<file path="src/rtl/sfr_pkg.sv">
// Shared types, constants and step functions of the stuffed frame receiver.
// Depends on nothing; sfr_step, sfr_out_fifo, the top level and the testbench import it.
package sfr_pkg;

   localparam int MAX_FRAME  = 64;
   localparam int BODY_MAX   = MAX_FRAME - 4;
   localparam int CNT_W      = $clog2(BODY_MAX + 1);
   localparam int LCMP_W     = 9;

   localparam logic [7:0] HDR_BYTE = 8'h9d;
   localparam logic [7:0] END_BYTE = 8'hdd;
   localparam logic [7:0] ESC_BYTE = 8'h55;

   localparam logic [1:0] PH_HUNT = 2'd0;
   localparam logic [1:0] PH_ONE  = 2'd1;
   localparam logic [1:0] PH_BODY = 2'd2;

   localparam logic [1:0] ST_OK   = 2'd0;
   localparam logic [1:0] ST_CSUM = 2'd1;
   localparam logic [1:0] ST_LEN  = 2'd2;
   localparam logic [1:0] ST_OVF  = 2'd3;

   localparam int FIFO_DEPTH = 4;
   localparam int PTR_W      = $clog2(FIFO_DEPTH);
   localparam int FCNT_W     = $clog2(FIFO_DEPTH + 1);

   typedef struct packed {
      logic [1:0]       phase;
      logic             pend;
      logic             drop;
      logic [7:0]       acc;
      logic [CNT_W-1:0] cnt;
      logic [7:0]       len;
   } state_type;

   typedef struct packed {
      logic [7:0] out_byte;
      logic       frame_end;
      logic [1:0] status;
   } item_type;

   typedef struct packed {
      logic [1:0] n;
      item_type   item0;
      item_type   item1;
   } push_type;

   typedef struct packed {
      state_type st;
      item_type  item;
      logic      ok;
   } keep_type;

   typedef struct packed {
      state_type st;
      item_type  item;
      logic      valid;
   } plain_type;

   typedef struct packed {
      logic [FCNT_W-1:0] count;
      logic              in_ready;
   } fifo_stat_type;

   function automatic state_type hunt_state();
      state_type s;
      s       = '0;
      s.phase = PH_HUNT;
      return s;
   endfunction

   // Keep one body byte, or end the frame with overflow if it is full.
   function automatic keep_type keep_byte(state_type s, logic [7:0] b);
      keep_type k;
      k.st   = s;
      k.item = '0;
      k.ok   = 1'b0;
      if (s.cnt >= CNT_W'(BODY_MAX)) begin
         k.item.frame_end = 1'b1;
         k.item.status    = ST_OVF;
         k.st             = hunt_state();
      end else begin
         k.item.out_byte = b;
         k.st.acc        = s.acc ^ b;
         if (s.cnt == '0) begin
            k.st.len = b;
         end
         k.st.cnt = s.cnt + CNT_W'(1);
         k.ok     = 1'b1;
      end
      return k;
   endfunction

   // Body byte with no 0xdd held.
   function automatic plain_type plain_body(state_type s, logic [7:0] b);
      plain_type p;
      keep_type  k;
      p.st    = s;
      p.item  = '0;
      p.valid = 1'b0;
      k       = '0;
      if (s.drop && b == ESC_BYTE) begin
         p.st.drop = 1'b0;
      end else if (b == END_BYTE) begin
         p.st.drop = 1'b0;
         p.st.pend = 1'b1;
      end else begin
         p.st.drop = 1'b0;
         k         = keep_byte(p.st, b);
         p.st      = k.st;
         p.item    = k.item;
         p.valid   = 1'b1;
         if (k.ok) begin
            p.st.drop = (b == HDR_BYTE) || (b == ESC_BYTE);
         end
      end
      return p;
   endfunction

endpackage

</file>
<file path="src/rtl/sfr_req_if.sv">
// Input channel of the stuffed frame receiver: raw line byte and gap flag.
// Depends on nothing.
interface sfr_req_if;
   logic       valid;
   logic       ready;
   logic [7:0] rx_byte;
   logic       gap_before;

   modport source (output valid, output rx_byte, output gap_before, input ready);
   modport sink   (input valid, input rx_byte, input gap_before, output ready);
endinterface

</file>
<file path="src/rtl/sfr_rsp_if.sv">
// Result channel of the stuffed frame receiver: body bytes and end status.
// Depends on nothing.
interface sfr_rsp_if;
   logic       valid;
   logic       ready;
   logic [7:0] out_byte;
   logic       frame_end;
   logic [1:0] status;

   modport source (output valid, output out_byte, output frame_end, output status,
                   input ready);
   modport sink   (input valid, input out_byte, input frame_end, input status,
                   output ready);
endinterface

</file>
<file path="src/rtl/sfr_step.sv">
// Deframer state register and the per-byte step logic; produces up to two
// result items per transfer. Depends on sfr_pkg.
module sfr_step (
   input  logic              clock,
   input  logic              reset,
   input  logic              accept,
   input  logic [7:0]        rx_byte,
   input  logic              gap_before,
   output sfr_pkg::push_type push
);
   import sfr_pkg::*;

   state_type state_ff;
   state_type state_in;
   state_type s;
   keep_type  k;
   plain_type p;

   always_comb begin
      s    = state_ff;
      k    = '0;
      p    = '0;
      push = '0;
      if (gap_before) begin
         s = hunt_state();
      end
      case (s.phase)
         PH_ONE: begin
            if (rx_byte == HDR_BYTE) begin
               s       = hunt_state();
               s.phase = PH_BODY;
            end else begin
               s.phase = PH_HUNT;
            end
         end
         PH_BODY: begin
            if (s.pend) begin
               s.pend = 1'b0;
               if (rx_byte == END_BYTE) begin
                  push.n                = 2'd1;
                  push.item0.frame_end  = 1'b1;
                  // length error wins over checksum error
                  if (s.cnt < CNT_W'(2) || LCMP_W'(s.cnt) < LCMP_W'(s.len)) begin
                     push.item0.status = ST_LEN;
                  end else if (s.acc != 8'd0) begin
                     push.item0.status = ST_CSUM;
                  end else begin
                     push.item0.status = ST_OK;
                  end
                  s = hunt_state();
               end else begin
                  // held 0xdd turns out to be data
                  s.drop     = 1'b0;
                  k          = keep_byte(s, END_BYTE);
                  s          = k.st;
                  push.n     = 2'd1;
                  push.item0 = k.item;
                  if (k.ok && rx_byte != ESC_BYTE) begin
                     p = plain_body(s, rx_byte);
                     s = p.st;
                     if (p.valid) begin
                        push.n     = 2'd2;
                        push.item1 = p.item;
                     end
                  end
               end
            end else begin
               p = plain_body(s, rx_byte);
               s = p.st;
               if (p.valid) begin
                  push.n     = 2'd1;
                  push.item0 = p.item;
               end
            end
         end
         default: begin
            s.phase = (rx_byte == HDR_BYTE) ? PH_ONE : PH_HUNT;
         end
      endcase
      if (!accept) begin
         push.n = 2'd0;
      end
      state_in = accept ? s : state_ff;
   end

   always_ff @(posedge clock) begin
      if (reset) begin
         state_ff <= hunt_state();
      end else begin
         state_ff <= state_in;
      end
   end

endmodule

</file>
<file path="src/rtl/sfr_out_fifo.sv">
// Result queue: takes up to two items per cycle, hands out one per transfer.
// Depends on sfr_pkg.
module sfr_out_fifo (
   input  logic                   clock,
   input  logic                   reset,
   input  sfr_pkg::push_type      push,
   input  logic                   pop,
   output sfr_pkg::item_type      head,
   output logic                   head_valid,
   output sfr_pkg::fifo_stat_type stat
);
   import sfr_pkg::*;

   item_type          mem_ff [FIFO_DEPTH];
   logic [PTR_W-1:0]  wp_ff, wp_in;
   logic [PTR_W-1:0]  rp_ff, rp_in;
   logic [FCNT_W-1:0] count_ff, count_in;
   logic              do_pop;

   assign do_pop     = pop && (count_ff != '0);
   assign head       = mem_ff[rp_ff];
   assign head_valid = (count_ff != '0);

   always_comb begin
      wp_in    = wp_ff + PTR_W'(push.n);
      rp_in    = rp_ff + PTR_W'(do_pop);
      count_in = count_ff + FCNT_W'(push.n) - FCNT_W'(do_pop);
   end

   // room for a two-item push without counting on a pop
   assign stat.in_ready = (count_ff <= FCNT_W'(FIFO_DEPTH - 2));
   assign stat.count    = count_ff;

   always_ff @(posedge clock) begin
      if (push.n != 2'd0) begin
         mem_ff[wp_ff] <= push.item0;
      end
      if (push.n == 2'd2) begin
         mem_ff[wp_ff + PTR_W'(1)] <= push.item1;
      end
   end

   always_ff @(posedge clock) begin
      if (reset) begin
         wp_ff    <= '0;
         rp_ff    <= '0;
         count_ff <= '0;
      end else begin
         wp_ff    <= wp_in;
         rp_ff    <= rp_in;
         count_ff <= count_in;
      end
   end

endmodule

</file>
<file path="src/rtl/stuffed_frame_receiver.sv">
// Top level of the stuffed frame receiver: step logic plus result queue.
// Depends on sfr_pkg, sfr_req_if, sfr_rsp_if, sfr_step and sfr_out_fifo.
//
// Usage:
//   req_if carries one raw line byte per transfer with a flag that a line
//   silence came before it. rsp_if carries destuffed body bytes and, at the
//   end of each frame not cut by a gap, one status item (frame_end high, out_byte zero).
//   A byte is taken in every cycle while the result queue has room for two
//   items; it updates the deframer state in that cycle and its results
//   (none, one or two) are registered into the queue and appear on rsp_if
//   once the items ahead of them have drained. Throughput is one byte per
//   cycle while the queue has room, set by the single state register update;
//   results drain one per cycle while rsp_if.ready is high from the
//   four-entry queue, so a byte that yields two items takes an extra output transfer.
//   Reset (synchronous) returns the deframer to header hunting and empties
//   the queue. When the sink holds rsp_if.ready low, results wait in the
//   queue and req_if.ready drops once fewer than two entries are free.
module stuffed_frame_receiver (
   input  logic      clock,
   input  logic      reset,
   sfr_req_if.sink   req_if,
   sfr_rsp_if.source rsp_if
);
   import sfr_pkg::*;

   push_type      push;
   item_type      head;
   logic          head_valid;
   fifo_stat_type stat;
   logic          accept;

   assign req_if.ready = stat.in_ready;
   assign accept       = req_if.valid && stat.in_ready;

   sfr_step u_step (
      .clock      (clock),
      .reset      (reset),
      .accept     (accept),
      .rx_byte    (req_if.rx_byte),
      .gap_before (req_if.gap_before),
      .push       (push)
   );

   sfr_out_fifo u_fifo (
      .clock      (clock),
      .reset      (reset),
      .push       (push),
      .pop        (rsp_if.ready),
      .head       (head),
      .head_valid (head_valid),
      .stat       (stat)
   );

   assign rsp_if.valid     = head_valid;
   assign rsp_if.out_byte  = head.out_byte;
   assign rsp_if.frame_end = head.frame_end;
   assign rsp_if.status    = head.status;

   a_count_bound: assert property (@(posedge clock) disable iff (reset)
      stat.count <= FCNT_W'(FIFO_DEPTH))
      else $error("result queue count beyond depth");

   a_end_zero_byte: assert property (@(posedge clock) disable iff (reset)
      (rsp_if.valid && rsp_if.frame_end) |-> (rsp_if.out_byte == 8'd0))
      else $error("end item with nonzero byte");

   a_body_status_ok: assert property (@(posedge clock) disable iff (reset)
      (rsp_if.valid && !rsp_if.frame_end) |-> (rsp_if.status == ST_OK))
      else $error("body item with nonzero status");

   a_push_only_on_accept: assert property (@(posedge clock) disable iff (reset)
      !accept |-> (push.n == 2'd0))
      else $error("results pushed without an input transfer");

   a_idle_count_holds: assert property (@(posedge clock) disable iff (reset)
      (!accept && !rsp_if.ready) |=> $stable(stat.count))
      else $error("queue count moved with no transfer");

endmodule

</file>
<file path="src/flat_wrapper.sv">
// flat-port wrapper written by rule: the top's interface ports become plain ports
module stuffed_frame_receiver_flat import sfr_pkg::*;
  (clock, reset, req_if_valid, req_if_rx_byte, req_if_gap_before, req_if_ready, rsp_if_valid, rsp_if_out_byte, rsp_if_frame_end, rsp_if_status, rsp_if_ready);
  sfr_req_if req_if_i ();
  sfr_rsp_if rsp_if_i ();
  input  logic clock;
  input  logic reset;
  input wire logic [$bits(req_if_i.valid)-1:0] req_if_valid;
  input wire logic [$bits(req_if_i.rx_byte)-1:0] req_if_rx_byte;
  input wire logic [$bits(req_if_i.gap_before)-1:0] req_if_gap_before;
  output wire logic [$bits(req_if_i.ready)-1:0] req_if_ready;
  output wire logic [$bits(rsp_if_i.valid)-1:0] rsp_if_valid;
  output wire logic [$bits(rsp_if_i.out_byte)-1:0] rsp_if_out_byte;
  output wire logic [$bits(rsp_if_i.frame_end)-1:0] rsp_if_frame_end;
  output wire logic [$bits(rsp_if_i.status)-1:0] rsp_if_status;
  input wire logic [$bits(rsp_if_i.ready)-1:0] rsp_if_ready;
  assign req_if_i.valid = req_if_valid;
  assign req_if_i.rx_byte = req_if_rx_byte;
  assign req_if_i.gap_before = req_if_gap_before;
  assign req_if_ready = req_if_i.ready;
  assign rsp_if_valid = rsp_if_i.valid;
  assign rsp_if_out_byte = rsp_if_i.out_byte;
  assign rsp_if_frame_end = rsp_if_i.frame_end;
  assign rsp_if_status = rsp_if_i.status;
  assign rsp_if_i.ready = rsp_if_ready;
  stuffed_frame_receiver u_core (.clock(clock), .reset(reset), .req_if(req_if_i), .rsp_if(rsp_if_i));
endmodule
</file>
<file path="config.mk">
export PLATFORM = sky130hd
export DESIGN_NAME = stuffed_frame_receiver_flat
export DESIGN_NICKNAME = d
export VERILOG_FILES = /design/src/rtl/sfr_pkg.sv /design/src/rtl/sfr_req_if.sv /design/src/rtl/sfr_rsp_if.sv /design/src/rtl/sfr_step.sv /design/src/rtl/sfr_out_fifo.sv /design/src/rtl/stuffed_frame_receiver.sv /design/src/flat_wrapper.sv
export SDC_FILE = /design/constraint.sdc
export NUM_CORES = 1
export LEC_CHECK = 0
export ABC_AREA = 1
export BUFFER_PORTS_ARGS = -buffer_cell sky130_fd_sc_hd__clkbuf_2
export CORE_ASPECT_RATIO = 1.5
export CORE_MARGIN = 10
export CORE_UTILIZATION = 32
export DETAILED_ROUTE_END_ITERATION = 12
export GPL_TIMING_DRIVEN = 0
export SLEW_MARGIN = 20
export SYNTH_ARGS = -nofsm -noshare
export SYNTH_HDL_FRONTEND = slang
export SYNTH_SLANG_ARGS = --single-unit
</file>
<file path="constraint.sdc">
create_clock -name clock -period 3.4 [get_ports clock]
set_input_delay 0.17 -clock clock [delete_from_list [all_inputs] [get_ports clock]]
set_output_delay 0.17 -clock clock [all_outputs]
set_load 0.05 [all_outputs]
</file>
=== Word level (Yosys, flattened, before mapping) ===
Memories as Yosys holds them, arrays and structs flattened. A register that Yosys moved wholly into a read port is not among the register bits.
Cells that the tools add are included.
Widths: inputs -> output; s select.

* Div/mod/pow operators: 0
* Shift-type cells: 0
* Mux-type cells: 78
* Reductions and logical operators: 12
* Equal/unequal tests: 7
* Magnitude comparators: 5
* Add/subtract/negate cells: 7
* $mul: 0
* Bitwise operators: 3

{| class="wikitable"
|+ Operators by type and width
! kind !! number
|-
| $mux 34 || 9
|-
| $mux 22 || 6
|-
| $mux 26 || 4
|-
| $mux 8 || 7
|-
| $mux 24 || 2
|-
| $pmux 24 s2 || 1
|-
| $mux 11 || 4
|-
| $mux 1 || 23
|-
| $mux 4 || 5
|-
| $mux 2 || 9
|-
| $eq 8x8->1 const B || 2
|-
| $xor 8x8->8 || 2
|-
| $mux 3 || 5
|-
| $mux 13 || 1
|-
| $add 6x1->6 const B || 2
|-
| $ge 6x6->1 const B || 2
|-
| $logic_not 6->1 || 2
|-
| $mux 12 || 1
|-
| $eq 8x7->1 const B || 1
|-
| $lt 6x8->1 || 1
|-
| $ne 8x7->1 const B || 1
|-
| $reduce_bool 8->1 || 1
|-
| $lt 6x2->1 const B || 1
|-
| $not 6->6 || 1
|-
| 13 further kinds || 19
|}

* Memories kept: 1
* Output and inout port bits: 13
* Input port bits: 13
* Register bits after elaboration: 33
* Logic and storage cells: 122
* Bits in writable memories: 44
* Latch bits: 0
* ROM bits: 0

{| class="wikitable"
|+ Memories
! memory !! words !! width !! rd ports !! clocked after Yosys merged registers in !! wr ports !! RTL line !! source
|-
| u_core.u_fifo.mem_ff || 4 || 11 || 1 || 1 || 2 || sfr_out_fifo.sv:14 || <nowiki>item_type mem_ff [FIFO_DEPTH];</nowiki>
|}

=== Logic depth before layout (Yosys ltp) ===
Gate-level depths: netlist (run 1).

* Word-level depth: 24
* Depth in mapped cells: 19
* Gate-level depth less buffers: 19

=== Modules after synthesis ===
From an unflattened synthesis (run 1), not the netlist that was laid out.

* Cell total of the unflattened synthesis: 836
* Area total of the unflattened synthesis: 5866.9 um^2

{| class="wikitable"
|+ By module, submodules not included
! module !! times used !! cells an instance !! area an instance (um^2) !! seq. area each (um^2)
|-
| sfr_step || 1 || 561 || 3176.8 || 520.5
|-
| sfr_out_fifo || 1 || 273 || 2682.6 || 1461.4
|-
| stuffed_frame_receiver || 1 || 2 || 7.5 || 0.0
|}

=== Worst setup path before layout (run 1) ===
No wires, ideal clock.

* Path type: reg2reg
* Start: register u_core.u_fifo.count_ff[2]
* End: memory u_core.u_fifo.mem_ff[2][0] (netlist bit), enable pin
* Path slack: 0.078 ns
* Required time: 3.003 ns
* Clock period less this slack: 3.322 ns
* Setup time: 0.397 ns
* Stages on the path, launching flop included: 8
* Buffers on the path: 0
* Data arrival time: 2.925 ns
* Cell sequence: dfxtp_1 > a21oi_1 > nand2_1 > nor2_1 > inv_1 > nor2_1 > inv_1 > o31ai_1

{| class="wikitable"
|+ RTL lines
! what !! RTL line !! source
|-
| from (decl) || sfr_out_fifo.sv:17 || <nowiki>logic [FCNT_W-1:0] count_ff, count_in;</nowiki>
|-
| from (signal assigned) || sfr_out_fifo.sv:51 || <nowiki>count_ff <= count_in;</nowiki>
|-
| to (decl) || sfr_out_fifo.sv:14 ||
|}

==> reports/qor.yml, run 1 <==
finalPower_uw: 3190
syn-num-nets: 801
switching_share: 0.381
slew_headroom: 0.508
r2r_slack_ns: 0.60
die_h_um: 180
cpLargestDelayFamily: "buffers and inverters"
status: "finished, final reports clean"
grt_max_degree: 15
async_flop_share: 0
layout-drive-gt1-share: 0.144
antenna_found_initial: 0
power_frac_comb: 0.324
coreArea_um2: 16800
rr_worst_depth: 16
fin_util: 0.370
cp.required_ns: 3.44
clock_sinks: 77
hold_viol_final: 0
clkPwrFrac: 0.334
end_kind: "flip-flop"
final_cells: 1024
switching_power_uw: 1210
critPathLaunchType: "input pin"
grt_pass1_wl_mm: 28.8
dp_slack_ns: -0.311
grt_pass1_vias: 5343
drtAntennaViolNets: 0
powerDensity_nw_per_um2: 514
power.internal_uw: 1970
cp_slowest_cell: "clkbuf_4"
hold_end: "u_core.u_step.state_ff[23]"
nets: 837
worstHoldPathType: "input pin to flip-flop"
min_path_cells: 2
firstDrtPassIters: 5
ys_seq_area_frac: 0.363
cp_data_arrival_time_ns: 3.23
r2r-start: "u_core.u_step.state_ff[10]"
syn-instance-count: 773
rsz0062_at_grt: "false"
place_hpwl_mm: 14.2
vdd_drop_max_mv: 0.239
synth_area_per_cell_um2: 7.07
crit_path_cell_trace: "clkbuf_2, inv_4, buf_2, clkbuf_4, nand2_1, inv_1, ha_2, inv_1, nor2_1, nand2_4, nor2_4, inv_2, buf_2, o21ai_1, buf_4"
start_util: 0.326
criticalPathCategory: "input pin to flip-flop"
ys_warn_count: 0
htreeDepth: 3
fin_crit_sh: 0.938
track_usage: 0.156
slowest_delay_ns: 0.30
numCtsBuffers: 9
worstReg2RegEnd: "u_core.u_step.state_ff[4]"
worstMarginPinSlew_ns: 0.735
maxCapViolCount: 0
post_cts_buffers: 0
overflow: 0
slew_violations: 0
yosys_most_used_dff: "edfxtp_1"
vias_per_cell: 5.30
cts_buffer_depth: 2
first_iter_violations: 489
cts_tree: "built"
cellLeakagePower_uw: 0.00247
wl_per_cell_um: 17.6
synth_edf_count: 44
finalSetupViolCount: 0
path_clk_slew_ns: 0.06
fill_cells: 1796
cts_root_buf: "clkbuf_16"
hold_path_startpoint: "reset"
hold_buffers: 0
num_rows: 58
ys_types: 43
dp.cells: 1008
crit_buf_inv: 9
synth_seq_cells: 77
diodes: 0
die_area_um2: 22800
fin_ws_ns: 0.211
die_w_um: 127
holdWs_ns: 0.200
synth_area_um2: 5460
drc: 0
finClkSkew_ns: 0.00902
clock.fmax_mhz: 314
numPortBuffers: 22
area_delta_synth_final_pct: 13.6
clk_latency_ns: 0.34
period_minus_slack_ns: 3.19
num_vias: 5425
seqPwrFrac: 0.343
gp_congestion: 0.965
cp_max_fo: 10
io_pins: 26
drt_wl_total_mm: 18.0
==> logic make-up (layout without fill, tap and decap cells) <==
| kind of cell | Yosys count | in the layout | synth area share |
|---|---|---|---|
| simple gates | 333 | 333 | 0.276 |
| compound gates | 224 | 224 | 0.224 |
| buf+inv | 115 | 156 | 0.0870 |
| flops | 77 | 77 | 0.363 |
| fa+ha+maj | 15 | 15 | 0.0357 |
| xor+xnor | 9 | 9 | 0.0144 |
==> per-stage QoR <==
step / TNS, ns / instance area [µm²]
floorplan: 0 / 5460
global placement: -37.08 / 5840
detailed placement: -9.60 / 5870
CTS: 0 / 6200
global route: 0 / 6210
finish: 0 / 6210
==> placed cells by master (no fill, tap or decap), types with 5 or more instances in the layout <==
cell type,n
o21ai_0,72
nor2_1,89
clkbuf_1,17
buf_2,8
o21ai_1,37
nand2_1,174
clkbuf_2,22
a21oi_1,72
nor2_4,5
o22ai_1,15
inv_2,18
buf_4,5
nor2_2,6
nand4_1,10
clkbuf_16,11
inv_1,65
o211ai_1,8
o21ai_2,10
ha_1,13
dfxtp_1,33
nand2_2,6
edfxtp_1,44
xor2_1,7
nand3_1,25
==> cell type report <==
class                      count  area, µm²  area share
multi-input combinational    581       3020       0.486
tap                          210        263      0.0423
sequential                    77       1980       0.319
inverter                      84        318      0.0512
clock buffer                  11        275      0.0444
clock inverter                 5       58.8     0.00948
timing repair buffer          25        133      0.0214
buffer                        31        160      0.0258
==> worst max path at each step <==
stage | start | endpoint | slack, ns | cells after the start
6_report | req_if_gap_before | u_core.u_fifo.mem_ff[0][3] | 0.21 | 15
5_1_grt | req_if_gap_before | u_core.u_fifo.count_ff[1] | 0.04 | 17
4_1_cts | req_if_gap_before | u_core.u_fifo.mem_ff[0][3] | 0.05 | 15
3_5_place_dp | req_if_gap_before | u_core.u_fifo.mem_ff[0][4] | -0.31 | 15
3_3_place_gp | req_if_gap_before | u_core.u_fifo.mem_ff[0][4] | -1.00 | 13
2_1_floorplan | u_core.u_fifo.count_ff[2] | u_core.u_fifo.mem_ff[2][0] | 0.08 | 7
==> synthesized netlist by cell type (3+ instances only) <==
| library cell | n | area [µm²] |
|---|---|---|
| nor2_1 | 89 | 334 |
| nand4_2 | 3 | 37.5 |
| clkbuf_1 | 17 | 63.8 |
| dfxtp_1 | 33 | 661 |
| o211ai_1 | 8 | 60.1 |
| inv_2 | 18 | 67.6 |
| buf_2 | 9 | 45.0 |
| edfxtp_1 | 44 | 1320 |
| o21ai_1 | 36 | 180 |
| nand2_1 | 174 | 653 |
| inv_1 | 65 | 244 |
| a21oi_1 | 72 | 360 |
| nor2_4 | 5 | 56.3 |
| nand2_4 | 3 | 33.8 |
| xor2_1 | 7 | 61.3 |
| nand2_2 | 6 | 37.5 |
| nand3_1 | 25 | 125 |
| o21ai_2 | 9 | 78.8 |
| nand4_1 | 10 | 62.6 |
| o22ai_1 | 15 | 93.8 |
| nor2_2 | 6 | 37.5 |
| o21ai_0 | 74 | 370 |
| ha_1 | 14 | 175 |
| buf_6 | 3 | 33.8 |
==> per-layer routing <==
metal | GRT usage | wire length (µm) | up-vias
met2 | 0.280 | 9310 | 199
met1 | 0.163 | 6710 | 2487
li1 | - | - | 2681
met5 | 0 | 0 | -
met3 | 0.0221 | 801 | 58
met4 | 0.103 | 1160 | 0
==> registers in the layout, indices dropped and copies added, names as in the netlist <==
register / cells
u_core.u_fifo.count_ff: 3
u_core.u_fifo.mem_ff: 44
u_core.u_fifo.rp_ff: 2
u_core.u_fifo.wp_ff: 2
u_core.u_step.state_ff: 26
==> power by group through the flow <==
| stage | clock network, µW | registers, µW | logic, µW |
|---|---|---|---|
| after floorplan | 0 | 1100 | 932 |
| after global placement | 0 | 1110 | 1250 |
| after detailed placement | 0 | 1110 | 1040 |
| after CTS | 1080 | 1090 | 1040 |
| after global routing | 1110 | 1100 | 1140 |
| final | 1060 | 1090 | 1030 |
==> what timing repair did <==
item	CTS	global route
endpoints found under the hold margin	0	0
gates resized for setup	0	2
setup endpoints to repair	0	36
Note: power is estimated with default switching activity, not from simulation.
==> run 2, diff against run 1 <==
Settings changed: SYNTH_HIERARCHICAL set to 1.
==> run 2 against run 1 <==
  * Combinational power down 31%
  * Register-to-register slack worse by 0.38 ns
  * Clock skew rose by 0.0041 ns
  * First-iteration DRC count up 17%
  * Flip-flop and latch count stayed put
  * Sequential power down 4%
  * Synthesized area increased by 7.4%
  * Power fell by 16%
  * Die area rose by 6.4%
  * Core utilization hardly changed
  * Largest cell class unchanged
==> reports/qor.yml, run 2 <==
hold_buffers: 0  # unchanged
yosys-top-cells-area: "edfxtp_1 (23%), nand2_1 (13%), dfxtp_1 (11%)"  # was edfxtp_1 (24%), dfxtp_1 (12%), nand2_1 (12%)
num_vias: 6025  # was 5425
grt_max_degree: 20  # was 15
drtAntennaViolNets: 0  # unchanged
diodes: 0  # unchanged
grt_busiest_layer: "met2"  # unchanged
area_delta_synth_final_pct: 13.6  # about the same
synth_area_leader_cell: "edfxtp_1"  # unchanged
rsz0062_at_grt: "false"  # unchanged
grt_pass1_wl_mm: 32.1  # was 28.8 mm
maxCapViolCount: 0  # unchanged
wl_per_cell_um: 18.7  # was 17.6 µm
die_w_um: 131  # was 127 µm
critPathLaunchType: "flip-flop"  # was input pin
cts_buffer_depth: 2  # unchanged
finalSetupViolCount: 0  # unchanged
layout-drive-gt1-share: 0.156  # was 0.144
cts_tree: "built"  # unchanged
path_clk_slew_ns: 0.06  # about the same
io_pins: 26  # unchanged
dp_slack_ns: -1.50  # was -0.311 ns
ys_seq_area_frac: 0.338  # was 0.363
cellLeakagePower_uw: 0.00258  # was 0.00247 µW
syn-instance-count: 836  # was 773
reg_top3: "u_core/u_fifo/mem_ff x44, u_core/u_step/state_ff x26, u_core/u_fifo/count_ff x3"  # was u_core.u_fifo.mem_ff x44, u_core.u_step.state_ff x26, u_core.u_fifo.count_ff x3
fin_util: 0.370  # about the same
drc: 0  # unchanged
ys_warn_count: 6  # was 0
status: "finished, final reports clean"  # unchanged
first_iter_violations: 570  # was 489
criticalPathCategory: "flip-flop to flip-flop"  # was input pin to flip-flop
firstDrtPassIters: 6  # was 5
overflow: 0  # unchanged
seq_area_um2: 1980  # unchanged
gp_congestion: 1.01  # was 0.965
globalRouteMet2Util: 0.322  # was 0.280
start_util: 0.326  # about the same
cp.required_ns: 3.44  # about the same
synth_edf_count: 44  # unchanged
coreArea_um2: 18000  # was 16800 µm²
dp.cells: 1077  # was 1008
layout_common_cells: "nand2_1 (205), inv_1 (94), o21ai_0 (70)"  # was nand2_1 (174), nor2_1 (89), a21oi_1 (72), o21ai_0 (72), inv_1 (65)
cp_data_arrival_time_ns: 3.22  # was 3.23 ns
worstMarginPinSlew_ns: 0.756  # was 0.735 ns
ys_types: 47  # was 43
nets: 897  # was 837
fin_ws_ns: 0.221  # was 0.211 ns
synth_seq_cells: 77  # unchanged
grtUsageMet3: 0.0219  # was 0.0221
slew_headroom: 0.491  # was 0.508
powerDensity_nw_per_um2: 400  # was 514 nW/µm²
slew_violations: 0  # unchanged
fin_crit_sh: 0.935  # was 0.938
die_area_um2: 24300  # was 22800 µm²
async_flop_share: 0  # unchanged
grt_pass1_vias: 5947  # was 5343
regMostFlops: "u_core/u_fifo/mem_ff"  # was u_core.u_fifo.mem_ff
numPortBuffers: 24  # was 22
numCtsBuffers: 9  # unchanged
fill_cells: 1935  # was 1796
hold_viol_final: 0  # unchanged
clk_latency_ns: 0.34  # about the same
yosys_most_used_dff: "edfxtp_1"  # unchanged
grtUsageMet1: 0.165  # was 0.163
place_hpwl_mm: 16.1  # was 14.2 mm
yosysTopAreaCellShare: 0.225  # was 0.242
period_minus_slack_ns: 3.18  # was 3.19 ns
final_cells: 1094  # was 1024
antenna_found_initial: 0  # unchanged
clock_sinks: 77  # unchanged
finClkSkew_ns: 0.0131  # was 0.00902 ns
htreeDepth: 3  # unchanged
clock.fmax_mhz: 315  # was 314 MHz
vdd_drop_max_mv: 0.174  # was 0.239 mV
num_rows: 60  # was 58
multi_input_area_um2: 3310  # was 3020 µm²
cp_max_fo: 11  # was 10
mostFrequentLayoutCell: "nand2_1"  # unchanged
syn-num-nets: 861  # was 801
drt_wl_total_mm: 20.5  # was 18.0 mm
synth_area_per_cell_um2: 7.02  # was 7.07 µm²
cts_root_buf: "clkbuf_16"  # unchanged
end_kind: "flip-flop"  # unchanged
synth.most_common_cell: "nand2_1"  # unchanged
track_usage: 0.170  # was 0.156
worstHoldPathType: "input pin to flip-flop"  # unchanged
synth_area_um2: 5870  # was 5460 µm²
largest_register_ffs: 44  # unchanged
ys_top_cells_by_count: "nand2_1 (205), inv_1 (94), o21ai_0 (70), a21oi_1 (69), nor2_1 (61)"  # was nand2_1 (174), nor2_1 (89), o21ai_0 (74), a21oi_1 (72), inv_1 (65)
die_h_um: 186  # was 180 µm
vias_per_cell: 5.51  # was 5.30
run 2: layout make-up:
class	count	share of cell area
inverter	102	0.0578
tap	217	0.0407
timing repair buffer	28	0.0300
sequential	77	0.297
multi-input combinational	614	0.497
clock buffer	12	0.0370
clock inverter	4	0.00394
buffer	40	0.0366
run 2: report_power, final:
group / total, µW / switching (µW) / internal (µW) / leakage (µW)
Combinational: 709 / 523 / 186 / 0.00182
Sequential: 1050 / 33.4 / 1020 / 0.000624
Clock: 902 / 387 / 514 / 0.000133
run 2: metal layers:
metal,up-vias,wire length (µm)
li1,2906,-
met1,2812,7270
met2,235,11000
met3,72,908
met4,0,1240
met5,-,0
run 2: metrics by stage:
stage          total power (µW)  area, µm²  hold slack (ns)  setup TNS [ns]
2_1_floorplan              1570       5890            0.241               0
3_3_place_gp               1770       6280            0.406          -87.14
3_5_place_dp               1780       6280            0.413          -90.78
4_1_cts                    2690       6670           0.0560               0
5_1_grt                    2800       6670           0.0660               0
6_report                   2670       6670           0.0625               0
run 2: kinds of logic (layout without fill, tap and decap cells):
kind of cell | Yosys count | in the layout | synth area share
buffers and inverters | 145 | 186 | 0.109
DFF | 77 | 77 | 0.338
adders and majority gates | 12 | 12 | 0.0269
and+or+nand+nor | 364 | 364 | 0.285
xor gates and xnor gates | 7 | 7 | 0.0105
AOI/OAI and AO/OA | 231 | 231 | 0.230
run 2: path summary, 6_finish.rpt:
path	from	end	slack [ns]	cells past startpoint
setup reg to reg	u_core/u_fifo/count_ff[0]	u_core/u_fifo/mem_ff[3][5]	0.22	9
hold reg to reg	u_core/u_step/state_ff[15]	u_core/u_step/state_ff[15]	0.47	2
setup / recovery	u_core/u_fifo/count_ff[0]	u_core/u_fifo/mem_ff[3][5]	0.22	9
hold / removal	reset	u_core/u_fifo/count_ff[0]	0.06	2
run 2: critical path, cell delays in order (launching register included):
cell	delay, ns
dfxtp_1	0.33
a21oi_2	0.15
nand2_1	0.06
inv_1	0.18
clkinv_1	0.31
clkbuf_1	0.39
nor3_2	0.62
nor2_1	0.34
o31ai_4	0.32
buf_12	0.18
run 2: timing repair:
item | in CTS | in global routing
gates resized for setup | 6 | 1
pin swaps | 4 | 0
hold endpoints to repair | 0 | 0
buffers inserted | 4 | 0
cloned | 0 | 0
setup endpoints to repair | 91 | 52
==> run 3, diff against run 2 <==
Settings changed: CORE_ASPECT_RATIO 1.5 to unset.
==> run 3 against run 2 <==
  * Global-route usage decreased by 0.43 points
  * Sequential power about the same
  * Worst hold slack lost 0.029 ns
  * Flip-flop and latch count is the same
  * Combinational power about the same
  * Critical endpoint is now u_core/u_fifo/mem_ff[1][7]
==> reports/qor.yml, run 3 (synthesized netlist as in run 2, its figures left out) <==
status: "finished, final reports clean"  # unchanged
min_path_cells: 2  # unchanged
worstHoldPathType: "input pin to flip-flop"  # unchanged
die_area_um2: 24200  # was 24300 µm²
grt_max_degree: 20  # unchanged
diodes: 0  # unchanged
crit_buf_inv: 4  # unchanged
firstDrtPassIters: 5  # was 6
power.internal_uw: 1700  # was 1720 µW
numPortBuffers: 24  # unchanged
powerDensity_nw_per_um2: 397  # was 400 nW/µm²
layout-drive-gt1-share: 0.161  # was 0.156
track_usage: 0.166  # was 0.170
grt_pass1_vias: 5592  # was 5947
fin_util: 0.371  # was 0.370
cellLeakagePower_uw: 0.00259  # was 0.00258 µW
cp_slowest_cell: "nor3_2"  # unchanged
cts_buffer_depth: 2  # unchanged
area_delta_synth_final_pct: 14.0  # was 13.6%
die_w_um: 155  # was 131 µm
rsz0062_at_grt: "false"  # unchanged
switching_power_uw: 957  # was 944 µW
hold_viol_final: 0  # unchanged
seq_area_um2: 1980  # unchanged
coreArea_um2: 18000  # about the same
cp_max_fo: 10  # was 11
wl_per_cell_um: 18.0  # was 18.7 µm
clkPwrFrac: 0.336  # was 0.338
nets: 900  # was 897
grt_pass1_wl_mm: 31.9  # was 32.1 mm
slew_violations: 0  # unchanged
clock.fmax_mhz: 315  # about the same
cpLargestDelayFamily: "buffers and inverters"  # unchanged
fin_ws_ns: 0.230  # was 0.221 ns
first_iter_violations: 537  # was 570
finClkSkew_ns: 0.00675  # was 0.0131 ns
maxCapViolCount: 0  # unchanged
r2r_slack_ns: 0.23  # was 0.22 ns
finalPower_uw: 2660  # was 2670 µW
drt_wl_total_mm: 20.0  # was 20.5 mm
clk_latency_ns: 0.35  # was 0.34 ns
critPathLaunchType: "flip-flop"  # unchanged
largest_register_ffs: 44  # unchanged
num_rows: 49  # was 60
rr_worst_depth: 9  # unchanged
overflow: 0  # unchanged
antenna_found_initial: 0  # unchanged
die_h_um: 155  # was 186 µm
hold_end: "u_core/u_fifo/wp_ff[0]"  # was u_core/u_fifo/count_ff[0]
io_pins: 26  # unchanged
cts_root_buf: "clkbuf_16"  # unchanged
multi_input_area_um2: 3310  # unchanged
reg_top3: "u_core/u_fifo/mem_ff x44, u_core/u_step/state_ff x26, u_core/u_fifo/count_ff x3"  # unchanged
hold_path_startpoint: "reset"  # unchanged
clock_sinks: 77  # unchanged
num_vias: 5908  # was 6025
slew_headroom: 0.483  # was 0.491
numCtsBuffers: 9  # unchanged
mostFrequentLayoutCell: "nand2_1"  # unchanged
r2r-start: "u_core/u_fifo/count_ff[0]"  # unchanged
finalSetupViolCount: 0  # unchanged
worstMarginPinSlew_ns: 0.768  # was 0.756 ns
period_minus_slack_ns: 3.17  # was 3.18 ns
hold_buffers: 0  # unchanged
criticalPathCategory: "flip-flop to flip-flop"  # unchanged
place_hpwl_mm: 14.7  # was 16.1 mm
cts_tree: "built"  # unchanged
fin_crit_sh: 0.932  # was 0.935
cp.required_ns: 3.47  # was 3.44 ns
drc: 0  # unchanged
vdd_drop_max_mv: 0.239  # was 0.174 mV
layout_common_cells: "nand2_1 (205), inv_1 (94), o21ai_0 (70)"  # unchanged
gp_congestion: 0.960  # was 1.01
switching_share: 0.360  # was 0.354
htreeDepth: 3  # unchanged
fill_cells: 1963  # was 1935
drtAntennaViolNets: 0  # unchanged
worstReg2RegEnd: "u_core/u_fifo/mem_ff[1][7]"  # was u_core/u_fifo/mem_ff[3][5]
slowest_delay_ns: 0.56  # was 0.62 ns
end_kind: "flip-flop"  # unchanged
vias_per_cell: 5.33  # was 5.51
seqPwrFrac: 0.397  # was 0.396
crit_path_cell_trace: "a21oi_2, nand2_1, inv_1, clkinv_1, clkbuf_2, nor3_2, nor2_1, o31ai_4, buf_12"  # was a21oi_2, nand2_1, inv_1, clkinv_1, clkbuf_1, nor3_2, nor2_1, o31ai_4, buf_12
cp_data_arrival_time_ns: 3.24  # was 3.22 ns
dp_slack_ns: -1.38  # was -1.50 ns
regMostFlops: "u_core/u_fifo/mem_ff"  # unchanged
power_frac_comb: 0.266  # about the same
start_util: 0.325  # was 0.326
path_clk_slew_ns: 0.06  # about the same
run 3: repair_timing:
action | CTS | global route
buffers inserted | 6 | 0
setup endpoints to repair | 63 | 42
gates resized for setup | 3 | 4
pin swaps | 3 | 0
run 3: area by class of cell:
class                   count  share of cell area
plain buffers              41              0.0378
flip-flops and latches     77               0.296
repair buffers             30              0.0303
clock inverters             6             0.00617
inverters                 102              0.0576
multi-input cells         614               0.495
clock buffers              10              0.0342
well taps                 229              0.0428
run 3: worst reg2reg max path, stage by stage, from the launching register on:
cell and delay, ns:
dfxtp_1 0.33, a21oi_2 0.15, nand2_1 0.10, inv_1 0.20
clkinv_1 0.33, clkbuf_2 0.35, nor3_2 0.56, nor2_1 0.33
o31ai_4 0.35, buf_12 0.18
run 3: stage by stage:
step                      hold slack [ns]  instances  setup TNS (ns)  instance area, µm²
after global routing               0.0477       1109               0                6690
after CTS                          0.0341       1110               0                6690
after floorplan                     0.241        836               0                5890
after global placement              0.397       1089          -70.96                6300
after detailed placement            0.407       1089          -66.06                6320
final                              0.0338       1109               0                6690
run 3: worst max-delay path by stage:
stage | start | endpoint | cells after the start | slack, ns
after floorplan | u_core/u_fifo/count_ff[0] | u_core/u_fifo/mem_ff[2][0] | 8 | 0.03
after global placement | req_if_gap_before | u_core/u_fifo/mem_ff[2][3] | 13 | -1.28
after detailed placement | req_if_gap_before | u_core/u_fifo/mem_ff[1][5] | 13 | -1.38
after CTS | u_core/u_step/state_ff[10] | u_core/u_step/state_ff[1] | 18 | 0.03
after global routing | u_core/u_fifo/count_ff[0] | u_core/u_fifo/mem_ff[1][7] | 9 | 0.04
final | u_core/u_fifo/count_ff[0] | u_core/u_fifo/mem_ff[1][7] | 9 | 0.23
run 3: power by group through the flow:
stage	Clock [µW]	Combinational, µW	Sequential (µW)
floorplan	0	501	1060
global placement	0	704	1070
detailed placement	0	702	1070
CTS	916	707	1050
global route	960	793	1060
finish	893	708	1060
run 3: routing by layer:
layer | GRT usage | up-vias | part of all wire
met5 | 0 | - | 0
met4 | 0.0495 | 0 | 0.023
met3 | 0.0427 | 45 | 0.072
met2 | 0.269 | 228 | 0.47
met1 | 0.211 | 2739 | 0.43
li1 | - | 2896 | -
